$ cat config.mk
export PLATFORM = sky130hd
export DESIGN_NAME = pid_step_integral_separation_top
export DESIGN_NICKNAME = d
export VERILOG_FILES = /design/src/rtl/core/pse_pkg.sv /design/src/rtl/core/pse_mul.sv /design/src/rtl/core/pse_ctrl.sv /design/src/rtl/core/pid_step_integral_separation_top.sv
export SDC_FILE = /design/constraint.sdc
export NUM_CORES = 2
export LEC_CHECK = 0
export BUFFER_PORTS_ARGS = -buffer_cell sky130_fd_sc_hd__buf_4
export CORE_AREA = 2 2 514 414
export CTS_CLUSTER_SIZE = 16
export DETAILED_ROUTE_END_ITERATION = 12
export DIE_AREA = 0 0 516 416
export HOLD_SLACK_MARGIN = 0.12
export PLACE_DENSITY = 0.58
export SLEW_MARGIN = 10
export SYNTH_ARGS = -nofsm -noshare
export SYNTH_HDL_FRONTEND = slang
export SYNTH_SLANG_ARGS = --single-unit
$ cat constraint.sdc
create_clock -name clock -period 23.6 [get_ports clock]
set_input_delay 2.36 -clock clock [delete_from_list [all_inputs] [get_ports clock]]
set_output_delay 2.36 -clock clock [all_outputs]
set_load 0.05 [all_outputs]
$ cat src/rtl/core/pse_pkg.sv
// ----------------------------------------------------------------------------
// pse_pkg
// Shared types, constants and rounding/saturation helpers for the PID step
// with integral separation.
// ----------------------------------------------------------------------------
package pse_pkg;

   localparam int DATA_W  = 32;
   localparam int MUL_A_W = 33;
   localparam int MUL_B_W = 32;
   localparam int PROD_W  = MUL_A_W + MUL_B_W;
   localparam int ACC_W   = PROD_W + 1;
   localparam int RND_W   = ACC_W - 16;
   localparam int SUM_W   = RND_W + 2;
   localparam int CSR_IDX_W = 3;

   localparam logic signed [DATA_W-1:0] FX_PI     = 32'sd205887;
   localparam logic signed [DATA_W-1:0] FX_TWO_PI = 32'sd411775;
   localparam logic [DATA_W:0]          FX_HALF   = 33'd32768;
   localparam logic [DATA_W:0]          FX_THIRTY = 33'd1966080;
   localparam logic signed [MUL_A_W-1:0] W_OLD    = 33'sd45875;
   localparam logic signed [MUL_B_W-1:0] W_NEW    = 32'sd19661;

   typedef enum logic [CSR_IDX_W-1:0] {
      CSR_GAIN_P         = 3'd0,
      CSR_GAIN_I         = 3'd1,
      CSR_GAIN_D         = 3'd2,
      CSR_INTEGRAL_LIMIT = 3'd3,
      CSR_ANGLE_MODE     = 3'd4
   } csr_index_type;

   typedef enum logic [3:0] {
      ST_IDLE,
      ST_ERR,
      ST_WRAP,
      ST_MUL_I,
      ST_MUL_OLD,
      ST_MUL_NEW,
      ST_MUL_P,
      ST_FILT,
      ST_MUL_D,
      ST_DSUM,
      ST_OUT
   } state_type;

   typedef enum logic [2:0] {
      MSEL_I,
      MSEL_OLD,
      MSEL_NEW,
      MSEL_P,
      MSEL_D
   } mul_sel_type;

   typedef struct packed {
      logic        ld_in;
      logic        ld_err;
      logic        ld_wrap;
      logic        ld_integ;
      logic        ld_acc;
      logic        add_acc;
      logic        ld_filt;
      logic        add_dterm;
      logic        ld_out;
      mul_sel_type mul_sel;
   } ctrl_type;

   // add one half lsb, then floor of the shift by 16
   function automatic logic signed [RND_W-1:0] round16(input logic signed [ACC_W-1:0] x);
      logic signed [ACC_W-1:0] t;
      t = x + $signed({{(ACC_W-16){1'b0}}, 16'h8000});
      return t[ACC_W-1:16];
   endfunction

   function automatic logic signed [DATA_W-1:0] sat32(input logic signed [SUM_W-1:0] x);
      logic all_one;
      logic all_zero;
      all_one  = &x[SUM_W-1:DATA_W-1];
      all_zero = ~|x[SUM_W-1:DATA_W-1];
      if (all_one || all_zero) begin
         return x[DATA_W-1:0];
      end else if (x[SUM_W-1]) begin
         return {1'b1, {(DATA_W-1){1'b0}}};
      end else begin
         return {1'b0, {(DATA_W-1){1'b1}}};
      end
   endfunction

endpackage

$ cat src/rtl/core/pse_mul.sv
// ----------------------------------------------------------------------------
// pse_mul
// Shared signed multiplier with a registered product.
// ----------------------------------------------------------------------------
module pse_mul (
   input  logic                                  clock,
   input  logic signed [pse_pkg::MUL_A_W-1:0]    op_a,
   input  logic signed [pse_pkg::MUL_B_W-1:0]    op_b,
   output logic signed [pse_pkg::PROD_W-1:0]     prod
);

   logic signed [pse_pkg::PROD_W-1:0] prod_ff;
   logic signed [pse_pkg::PROD_W-1:0] prod_in;

   assign prod_in = pse_pkg::PROD_W'(op_a) * pse_pkg::PROD_W'(op_b);

   always_ff @(posedge clock) begin
      prod_ff <= prod_in;
   end

   assign prod = prod_ff;

endmodule

$ cat src/rtl/core/pse_ctrl.sv
// ----------------------------------------------------------------------------
// pse_ctrl
// Step sequencer: walks one item through the shared multiplier schedule.
// ----------------------------------------------------------------------------
module pse_ctrl (
   input  logic               clock,
   input  logic               reset,
   input  logic               req_valid,
   output logic               req_stall,
   input  logic               out_busy,
   output pse_pkg::ctrl_type  ctrl
);

   pse_pkg::state_type state_ff;
   pse_pkg::state_type state_in;

   always_ff @(posedge clock) begin
      if (reset) begin
         state_ff <= pse_pkg::ST_IDLE;
      end else begin
         state_ff <= state_in;
      end
   end

   always_comb begin
      state_in  = state_ff;
      ctrl      = '0;
      ctrl.mul_sel = pse_pkg::MSEL_I;
      req_stall = (state_ff != pse_pkg::ST_IDLE);
      case (state_ff)
         pse_pkg::ST_IDLE: begin
            if (req_valid) begin
               ctrl.ld_in = 1'b1;
               state_in   = pse_pkg::ST_ERR;
            end
         end
         pse_pkg::ST_ERR: begin
            ctrl.ld_err = 1'b1;
            state_in    = pse_pkg::ST_WRAP;
         end
         pse_pkg::ST_WRAP: begin
            ctrl.ld_wrap = 1'b1;
            state_in     = pse_pkg::ST_MUL_I;
         end
         pse_pkg::ST_MUL_I: begin
            ctrl.mul_sel = pse_pkg::MSEL_I;
            state_in     = pse_pkg::ST_MUL_OLD;
         end
         pse_pkg::ST_MUL_OLD: begin
            ctrl.mul_sel  = pse_pkg::MSEL_OLD;
            ctrl.ld_integ = 1'b1;
            state_in      = pse_pkg::ST_MUL_NEW;
         end
         pse_pkg::ST_MUL_NEW: begin
            ctrl.mul_sel = pse_pkg::MSEL_NEW;
            ctrl.ld_acc  = 1'b1;
            state_in     = pse_pkg::ST_MUL_P;
         end
         pse_pkg::ST_MUL_P: begin
            ctrl.mul_sel = pse_pkg::MSEL_P;
            ctrl.add_acc = 1'b1;
            state_in     = pse_pkg::ST_FILT;
         end
         pse_pkg::ST_FILT: begin
            ctrl.ld_filt = 1'b1;
            state_in     = pse_pkg::ST_MUL_D;
         end
         pse_pkg::ST_MUL_D: begin
            ctrl.mul_sel = pse_pkg::MSEL_D;
            state_in     = pse_pkg::ST_DSUM;
         end
         pse_pkg::ST_DSUM: begin
            ctrl.add_dterm = 1'b1;
            state_in       = pse_pkg::ST_OUT;
         end
         pse_pkg::ST_OUT: begin
            // wait for the output register to free up
            if (!out_busy) begin
               ctrl.ld_out = 1'b1;
               state_in    = pse_pkg::ST_IDLE;
            end
         end
         default: begin
            state_in = pse_pkg::ST_IDLE;
         end
      endcase
   end

   a_accept_starts: assert property (@(posedge clock) disable iff (reset)
      (req_valid && !req_stall) |=> (state_ff == pse_pkg::ST_ERR))
      else $error("accepted beat did not start the sequence");

   a_out_returns_idle: assert property (@(posedge clock) disable iff (reset)
      ctrl.ld_out |=> (state_ff == pse_pkg::ST_IDLE))
      else $error("sequencer did not return to idle after the result");

   a_out_waits: assert property (@(posedge clock) disable iff (reset)
      (state_ff == pse_pkg::ST_OUT && out_busy) |=> (state_ff == pse_pkg::ST_OUT))
      else $error("result step left while the output register was full");

endmodule

$ cat src/rtl/core/pid_step_integral_separation_top.sv
// ----------------------------------------------------------------------------
// pid_step_integral_separation_top
// PID step with integral separation in Q16.16 on one shared multiplier.
// ----------------------------------------------------------------------------
// The req channel takes a target and a measured value per beat; the rsp
// channel returns one drive value per beat. Both use valid/stall: a beat moves
// at a rising edge with valid high and stall low.
// Gains, the integral limit and angle mode are written through the csr port
// (write enable, index, data); the user must write them only while no item is
// in flight, as the block does not enforce it. An item passes the accept, ten
// sequencer steps that feed the five products (error*Ki, the two filter taps,
// error*Kp, filtered*Kd) through the single registered multiplier; the last
// loads the drive value into the output register. One item is worked on at a
// time; req_stall is high from accept until the sequencer is back in idle.
// The output register lets the next item be accepted while a result still
// waits; if rsp_stall holds the previous result, the final step waits for it.
// Synchronous reset clears the csr registers, the previous error, the integral
// and the filtered derivative, and empties the output register.
// ----------------------------------------------------------------------------
module pid_step_integral_separation_top (
   input  logic                                   clock,
   input  logic                                   reset,
   input  logic                                   csr_write_enable,
   input  logic [pse_pkg::CSR_IDX_W-1:0]          csr_index,
   input  logic [pse_pkg::DATA_W-1:0]             csr_write_data,
   input  logic                                   req_valid,
   output logic                                   req_stall,
   input  logic signed [pse_pkg::DATA_W-1:0]      req_target_value,
   input  logic signed [pse_pkg::DATA_W-1:0]      req_measured_value,
   output logic                                   rsp_valid,
   input  logic                                   rsp_stall,
   output logic signed [pse_pkg::DATA_W-1:0]      rsp_drive_value
);

   localparam int DW = pse_pkg::DATA_W;

   logic signed [DW-1:0] gain_p_ff, gain_i_ff, gain_d_ff;
   logic [DW-2:0]        integral_limit_ff;
   logic                 angle_mode_ff;

   logic signed [DW-1:0] tgt_ff, meas_ff, err_ff;
   logic signed [DW-1:0] prev_err_ff, integ_ff, filt_ff;
   logic signed [pse_pkg::ACC_W-1:0] acc_ff;
   logic signed [pse_pkg::SUM_W-1:0] pd_ff;
   logic                 rsp_valid_ff;
   logic signed [DW-1:0] rsp_drive_ff;

   pse_pkg::ctrl_type ctrl;

   logic signed [pse_pkg::MUL_A_W-1:0] op_a;
   logic signed [pse_pkg::MUL_B_W-1:0] op_b;
   logic signed [pse_pkg::PROD_W-1:0]  prod;
   logic signed [pse_pkg::ACC_W-1:0]   prod_x;
   logic signed [pse_pkg::SUM_W-1:0]   prod_rnd;

   logic signed [DW:0]   diff;
   logic signed [DW:0]   err_x;
   logic [DW:0]          mag;
   logic signed [DW:0]   deriv;
   logic [DW:0]          thresh;
   logic signed [DW-1:0] integ_sat;
   logic signed [DW-1:0] integ_in;
   logic signed [DW-1:0] limit_pos;

   // ------------------------------------------------------------------ csr
   always_ff @(posedge clock) begin
      if (reset) begin
         gain_p_ff         <= '0;
         gain_i_ff         <= '0;
         gain_d_ff         <= '0;
         integral_limit_ff <= '0;
         angle_mode_ff     <= 1'b0;
      end else if (csr_write_enable) begin
         case (csr_index)
            pse_pkg::CSR_GAIN_P:         gain_p_ff         <= csr_write_data;
            pse_pkg::CSR_GAIN_I:         gain_i_ff         <= csr_write_data;
            pse_pkg::CSR_GAIN_D:         gain_d_ff         <= csr_write_data;
            pse_pkg::CSR_INTEGRAL_LIMIT: integral_limit_ff <= csr_write_data[DW-2:0];
            pse_pkg::CSR_ANGLE_MODE:     angle_mode_ff     <= csr_write_data[0];
            default: begin
            end
         endcase
      end
   end

   // ------------------------------------------------------------ sequencer
   pse_ctrl u_ctrl (
      .clock     (clock),
      .reset     (reset),
      .req_valid (req_valid),
      .req_stall (req_stall),
      .out_busy  (rsp_valid_ff && rsp_stall),
      .ctrl      (ctrl)
   );

   // ----------------------------------------------------------- multiplier
   assign err_x = {err_ff[DW-1], err_ff};
   assign deriv = err_x - {prev_err_ff[DW-1], prev_err_ff};

   always_comb begin
      case (ctrl.mul_sel)
         pse_pkg::MSEL_I: begin
            op_a = err_x;
            op_b = gain_i_ff;
         end
         pse_pkg::MSEL_OLD: begin
            op_a = {filt_ff[DW-1], filt_ff};
            op_b = pse_pkg::MUL_B_W'(pse_pkg::W_OLD);
         end
         pse_pkg::MSEL_NEW: begin
            op_a = deriv;
            op_b = pse_pkg::W_NEW;
         end
         pse_pkg::MSEL_P: begin
            op_a = err_x;
            op_b = gain_p_ff;
         end
         pse_pkg::MSEL_D: begin
            op_a = {filt_ff[DW-1], filt_ff};
            op_b = gain_d_ff;
         end
         default: begin
            op_a = err_x;
            op_b = gain_i_ff;
         end
      endcase
   end

   pse_mul u_mul (
      .clock (clock),
      .op_a  (op_a),
      .op_b  (op_b),
      .prod  (prod)
   );

   assign prod_x   = {prod[pse_pkg::PROD_W-1], prod};
   assign prod_rnd = pse_pkg::SUM_W'(pse_pkg::round16(prod_x));

   // ------------------------------------------------------------- datapath
   assign diff   = {tgt_ff[DW-1], tgt_ff} - {meas_ff[DW-1], meas_ff};
   assign mag    = err_ff[DW-1] ? -err_x : err_x;
   assign thresh = angle_mode_ff ? pse_pkg::FX_HALF : pse_pkg::FX_THIRTY;
   assign limit_pos = {1'b0, integral_limit_ff};

   assign integ_sat = pse_pkg::sat32(pse_pkg::SUM_W'(integ_ff) + prod_rnd);

   always_comb begin
      integ_in = integ_sat;
      if (!angle_mode_ff) begin
         if (integ_sat > limit_pos) begin
            integ_in = limit_pos;
         end else if (integ_sat < -limit_pos) begin
            integ_in = -limit_pos;
         end
      end
      // separation: large error clears the integral
      if (mag >= thresh) begin
         integ_in = '0;
      end
   end

   always_ff @(posedge clock) begin
      if (ctrl.ld_in) begin
         tgt_ff  <= req_target_value;
         meas_ff <= req_measured_value;
      end
      if (ctrl.ld_err) begin
         err_ff <= pse_pkg::sat32(pse_pkg::SUM_W'(diff));
      end else if (ctrl.ld_wrap) begin
         if (angle_mode_ff && (mag > (DW+1)'(pse_pkg::FX_PI))) begin
            err_ff <= err_ff[DW-1] ? err_ff + pse_pkg::FX_TWO_PI
                                   : err_ff - pse_pkg::FX_TWO_PI;
         end
      end
      if (ctrl.ld_acc) begin
         acc_ff <= prod_x;
      end else if (ctrl.add_acc) begin
         acc_ff <= acc_ff + prod_x;
      end
      if (ctrl.ld_filt) begin
         pd_ff <= prod_rnd;
      end else if (ctrl.add_dterm) begin
         pd_ff <= pd_ff + prod_rnd;
      end
      if (ctrl.ld_out) begin
         rsp_drive_ff <= pse_pkg::sat32(pd_ff + pse_pkg::SUM_W'(integ_ff));
      end
   end

   // controller state
   always_ff @(posedge clock) begin
      if (reset) begin
         prev_err_ff <= '0;
         integ_ff    <= '0;
         filt_ff     <= '0;
      end else begin
         if (ctrl.ld_integ) begin
            integ_ff <= integ_in;
         end
         if (ctrl.ld_filt) begin
            filt_ff     <= pse_pkg::sat32(pse_pkg::SUM_W'(pse_pkg::round16(acc_ff)));
            prev_err_ff <= err_ff;
         end
      end
   end

   always_ff @(posedge clock) begin
      if (reset) begin
         rsp_valid_ff <= 1'b0;
      end else if (ctrl.ld_out) begin
         rsp_valid_ff <= 1'b1;
      end else if (!rsp_stall) begin
         rsp_valid_ff <= 1'b0;
      end
   end

   assign rsp_valid       = rsp_valid_ff;
   assign rsp_drive_value = rsp_drive_ff;

   a_out_no_overwrite: assert property (@(posedge clock) disable iff (reset)
      ctrl.ld_out |-> !(rsp_valid_ff && rsp_stall))
      else $error("result loaded over a beat still waiting");

   a_rsp_from_step: assert property (@(posedge clock) disable iff (reset)
      $rose(rsp_valid_ff) |-> $past(ctrl.ld_out))
      else $error("result valid without a result step");

   a_clamp_linear: assert property (@(posedge clock) disable iff (reset)
      (ctrl.ld_integ && !angle_mode_ff) |=>
         (integ_ff <= limit_pos) && (integ_ff >= -limit_pos))
      else $error("integral outside the clamp in linear mode");

endmodule

-- Yosys cells after proc, flatten, opt, wreduce, memory -nomap -nowiden
Cells that the tools add are included.
- eq/ne operators: 21
- order comparisons: 4
- multiply operators: 1
- div/mod/pow operators: 0
- multiplexer cells: 41
- reductions and logical operators: 33
- bitwise operators: 0
- shift-type cells: 0
- add/sub/neg operators: 12
- operators with widths (operator ; number):
    2-to-1 mux 32 bit ; 16
    2-to-1 mux 66 bit ; 2
    one-hot mux 32 bit (4 select lines) ; 1
    2-to-1 mux 52 bit ; 2
    adder 65 x 17 -> 66 bit, second input constant ; 1
    adder 66 x 17 -> 66 bit, second input constant ; 1
    adder 66 x 65 -> 66 bit ; 1
    one-hot mux 33 bit (2 select lines) ; 1
    subtractor 32 x 32 -> 33 bit ; 2
    multiplier 33 x 32 -> 65 bit ; 1
    adder 52 x 32 -> 52 bit ; 1
    adder 52 x 50 -> 52 bit ; 1
    adder 32 x 50 -> 51 bit ; 1
    one-hot mux 4 bit (11 select lines) ; 1
    AND reduction 21 bit ; 2
    OR reduction 21 bit ; 2
    >= comparator 33 x 21 -> 1 bit ; 1
    > comparator 33 x 18 -> 1 bit, second input constant ; 1
    2-to-1 mux 33 bit ; 1
    negation 32 -> 33 bit ; 1
    adder 32 x 20 -> 32 bit, second input constant ; 1
    > comparator 32 bit ; 1
    less-than comparator 32 bit ; 1
    negation 31 -> 32 bit ; 1
    other kinds (25) ; 68
- bits in registers: 540
- memory bits (read-only): 0
- logic and storage cells: 129
- memory bits (writable): 0
- latch bits: 0
- bits of input ports: 104
- memories kept: 0

-- Logic depth before layout (Yosys ltp)
- depth in word-level cells: 11
- gate-level depth with buffers: 46

-- Cells and area by module
From an unflattened synthesis, not the netlist that was laid out.
- cell total of the unflattened synthesis: 9192
- area total of the unflattened synthesis: 80262.0 um^2
- modules (own cells, without submodules) (module ; times used ; cells an instance ; sequential area each (um^2) ; area each (um^2)):
    pid_step_integral_separation_top ; 1 ; 5086 ; 11891.4 ; 41398.5
    pse_mul ; 1 ; 4061 ; 1301.2 ; 38532.0
    pse_ctrl ; 1 ; 45 ; 80.1 ; 331.6

-- Worst setup path before layout
No wires, ideal clock.
- kind: register to register
- start point: register err_ff[1]
- end point: register u_mul.prod_ff (netlist bit u_mul.prod[64])
- data arrival time: 10567 ps
- cell stages (with the launch flop): 42
- setup time: 72 ps
- required time: 23528 ps
- path slack: 12960 ps
- period minus slack after synthesis: 10640 ps
- buffers on the path: 1
- cells stage by stage: edfxtp_1 > ha_1 > nor2b_1 > o21ai_0 > a21boi_0 > o31a_1 > a21oi_1 > a21oi_1 > o211ai_1 > nand2b_1 > a31o_2 > a211o_1 > a31oi_1 > clkbuf_1 > nor2_1 > fa_1 > inv_1 > fa_1 > (+6 left out) > inv_1 > fa_1 > inv_1 > fa_1 > fa_1 > ha_1 > a21o_1 > a21o_1 > a221oi_1 > o21ai_0 > a21o_1 > nand4_1 > a21boi_0 > a211oi_1 > o31ai_1 > a211o_1 > a31oi_1 > xnor2_1
- word-level cells in the longest chain between the ends: 3
- ends and longest elaborated chain (item ; RTL line ; RTL):
    start, declared ; pid_step_integral_separation_top.sv:41 ; logic signed [DW-1:0] tgt_ff, meas_ff, err_ff;
    start signal, assigned ; pid_step_integral_separation_top.sv:168 ; err_ff <= pse_pkg::sat32(pse_pkg::SUM_W'(diff));
    start signal, assigned ; pid_step_integral_separation_top.sv:171 ; err_ff <= err_ff[DW-1] ? err_ff + pse_pkg::FX_TWO_PI
    subtractor 32 x 32 -> 33 bit ; pid_step_integral_separation_top.sv:98 ; assign deriv = err_x - {prev_err_ff[DW-1], prev_err_ff};
    one-hot mux 33 bit (2 select lines) * ; pid_step_integral_separation_top.sv:101 ; case (ctrl.mul_sel)
    multiplier 33 x 32 -> 65 bit * ; pse_mul.sv:15 ; assign prod_in = pse_pkg::PROD_W'(op_a) * pse_pkg::PROD_W'(op_b);
    via u_mul.prod_in, one bit ; pse_mul.sv:13 ; logic signed [pse_pkg::PROD_W-1:0] prod_in;
    end signal, assigned ; pse_mul.sv:18 ; prod_ff <= prod_in;
    end, declared ; pse_mul.sv:12 ; logic signed [pse_pkg::PROD_W-1:0] prod_ff;
The timed path passes the listed nets; every way through them passes the cells marked *.
A chain may end at the register's enable or synchronous reset.

-- Final worst setup path
- start point: register err_ff[0]
- end point: register u_mul.prod_ff (netlist bit u_mul.prod[64])
Same word-level chain as after synthesis.

==> results.sh <==
export IMPL_layout_min_cycle_time_ps=12680
export IMPL_skew_ps=41.8
export IMPL_critPathBufInv=6
export IMPL_layout_worst_path_cycle_share_pct=53.7
export IMPL_ys_flop_type="dfxtp_1"
export IMPL_yosysWarnings=0
export IMPL_slowest_stage="o211a_1"
export IMPL_yosysUniqueCellTypes=88
export IMPL_synthArstFlopShare_pct=0
export IMPL_crit_family="compound AO/OA/AOI/OAI gates"
export IMPL_drv_cap=0
export IMPL_largest_register="acc_ff"
export IMPL_grt_overflow=0
export IMPL_regArea_um2=13300
export IMPL_via_per_inst=5.63
export IMPL_worst_pin_slew_ps=1350
export IMPL_syn_area_um2=79100
export IMPL_ir_drop_mv=0.0827
export IMPL_core_um2=210000
export IMPL_crit_required_ps=24160
export IMPL_cp_max_fo=23
export IMPL_slew_headroom_pct=9.75
export IMPL_synthCells=9409
export IMPL_rows=151
export IMPL_grt_usage_pct=27.2
export IMPL_synth_fp_nets=11200
export IMPL_cts_max_level=3
export IMPL_dieArea_um2=215000
export IMPL_nets=11100
export IMPL_dr_first_iter_drc_count=6951
export IMPL_cts_hold_buf=0
export IMPL_critical_path_max_stage_delay_ps=900
export IMPL_grt_pass1_wl_um=438000
export IMPL_yosys_top_cells_count="inv_1 (1304), nand2_1 (1286), fa_1 (1119)"
export IMPL_ant_nets=0
export IMPL_cts_buffer_depth=3
export IMPL_path_class="flip-flop to flip-flop"
export IMPL_io_pins=138
export IMPL_status="complete, no violations"
export IMPL_synth_edf_count=246
export IMPL_wl_um=295000
export IMPL_utilization_pct=40.8
export IMPL_arrival_ps=13240
export IMPL_leakage_nw=38.7
export IMPL_drt_pass1_iter_count=8
export IMPL_yosys_top_cells_area="fa_1 (28%), edfxtp_1 (9.3%), ha_1 (9.0%)"
export IMPL_hpwl_um=230000
export IMPL_clkTransAtPathRegs_ps=60
export IMPL_min_path_type="flip-flop to flip-flop"
export IMPL_die_h_um=416
export IMPL_setup_tns_ps=0
export IMPL_crit_top_cell="fa_1"
export IMPL_hold_violations=0
export IMPL_cts_sinks=540
export IMPL_fin_ws_ps=10920
export IMPL_synth_seq_cells=540
export IMPL_wl_per_cell_um=24.2
export IMPL_largest_reg_flops=66
export IMPL_slew_viol_final=0
export IMPL_routabilityCongestion=0.996
export IMPL_rsz0062_at_grt="no"
export IMPL_synth_top_area_cell="fa_1"
export IMPL_setup_violations=0
export IMPL_initial_core_util_pct=37.6
export IMPL_placed_cells=12100
export IMPL_critPathLaunchType="flip-flop"
export IMPL_drive_gt1_share_pct=5.46
export IMPL_multi_input_area_um2=59600
export IMPL_ctsResizeCount=0
export IMPL_area_delta_synth_final_pct=8.36
export IMPL_end_kind="flip-flop"
export IMPL_p_per_area_nw_per_um2=93.5
export IMPL_cts_tree="done"
export IMPL_antenna_found_initial=11
export IMPL_timing_fmax_ghz=0.0789
export IMPL_final_cells=12200
export IMPL_fillCellCount=21200
export IMPL_fp_dieW_um=516
export IMPL_cts_buffers=67
export IMPL_grt_pass1_vias=68200
export IMPL_seq_area_frac_synth_pct=16.8
export IMPL_grt_start_max_net_pins=82
export IMPL_synth_most_common_cell="inv_1"
export IMPL_synth_top_area_share_pct=28.3
export IMPL_drcViolationCount=0
export IMPL_vias=68700
export IMPL_avgSynthCellArea_um2=8.41
export IMPL_cts_setup_buffers=0
export IMPL_cts_root_buf="clkbuf_16"
export IMPL_pre_cts_slack_ps=11170
export IMPL_numPortBuffers=137
export IMPL_clk_latency_ps=720
[layout by cell type (no fill, tap or decap), types with 20 or more instances in the layout]
| cell type | Yosys | routed |
|---|---|---|
| fa_1 | 1119 | 1119 |
| o211ai_1 | 58 | 58 |
| o21bai_1 | 63 | 62 |
| nand3_1 | 135 | 134 |
| o21a_1 | 80 | 80 |
| nor3_1 | 123 | 120 |
| a21oi_1 | 693 | 684 |
| or2_2 | 28 | 28 |
| xnor2_1 | 272 | 272 |
| a21o_1 | 232 | 232 |
| o31ai_1 | 39 | 38 |
| or4_1 | 20 | 20 |
| o21ai_0 | 318 | 313 |
| dfxtp_1 | 294 | 293 |
| and3_1 | 63 | 62 |
| nor2b_1 | 45 | 45 |
| nor2_1 | 920 | 914 |
| nand2b_1 | 115 | 114 |
| a211oi_1 | 49 | 49 |
| a221oi_1 | 38 | 35 |
| a31oi_1 | 71 | 67 |
| xor2_1 | 176 | 176 |
| and2_1 | 55 | 54 |
| ha_1 | 569 | 569 |
| nor4_1 | 34 | 34 |
| nand4_1 | 79 | 79 |
| clkbuf_16 | 0 | 69 |
| or3_1 | 31 | 31 |
| buf_4 | 0 | 280 |
| a22oi_1 | 54 | 54 |
| inv_1 | 1304 | 1304 |
| edfxtp_1 | 246 | 246 |
| nand2_1 | 1286 | 1279 |
[stage by stage]
stage / total power, W / area [µm²] / hold WS (ps)
after floorplan: 0.00507 / 79100 / 436
after global placement: 0.00672 / 83400 / 442
after detailed placement: 0.00681 / 83400 / 447
after CTS: 0.00795 / 85700 / 456
after global routing: 0.00864 / 85700 / 475
final: 0.00801 / 85700 / 453
[layer usage]
layer	global-route usage (%)	share of wire, %
met1	37.8	43
met2	39.6	41
met3	8.06	11
met4	10.3	4.5
met5	0	0.0044
[worst min-delay path, cell delays in order, from the launching register on]
cell     delay, ps
dfxtp_1        310
nand2_1         50
a21oi_1         50
[worst paths after layout]
check	from	endpoint	slack (ps)	cells past startpoint
setup / recovery	err_ff[0]$_DFFE_PP_	u_mul.prod[64]$_DFF_P_	10920	41
setup reg to reg	err_ff[0]$_DFFE_PP_	u_mul.prod[64]$_DFF_P_	10920	41
hold reg to reg	prev_err_ff[7]$_SDFFE_PP0P_	prev_err_ff[7]$_SDFFE_PP0P_	450	2
hold / removal	prev_err_ff[7]$_SDFFE_PP0P_	prev_err_ff[7]$_SDFFE_PP0P_	450	2
[kinds of logic after synthesis]
kind of cell	count (synthesis)	share of synthesized area (%)
buffers and inverters	1748	8.32
AOI/OAI and AO/OA	1957	15.7
adders and majority gates	1692	37.4
and+or+nand+nor	3006	16.6
muxes	18	0.240
xor gates and xnor gates	448	4.96
DFF	540	16.8
[area by class of cell]
type / instances / share of cell area (%)
tap: 2830 / 4.13
clock buffer: 84 / 2.19
antenna: 6 / 0.0175
multi-input combinational: 7121 / 69.5
timing repair buffer: 281 / 2.47
inverter: 1306 / 5.72
clock inverter: 39 / 0.499
sequential: 540 / 15.5
[where the power goes]
part | switching (W) | leakage (nW) | total (W) | internal [W]
Sequential | 0.000177 | 4.65 | 0.00135 | 0.00117
Combinational | 0.00348 | 33.0 | 0.00556 | 0.00208
Clock | 0.000481 | 1.13 | 0.00111 | 0.000627
Note: power is estimated with default switching activity, not from simulation.
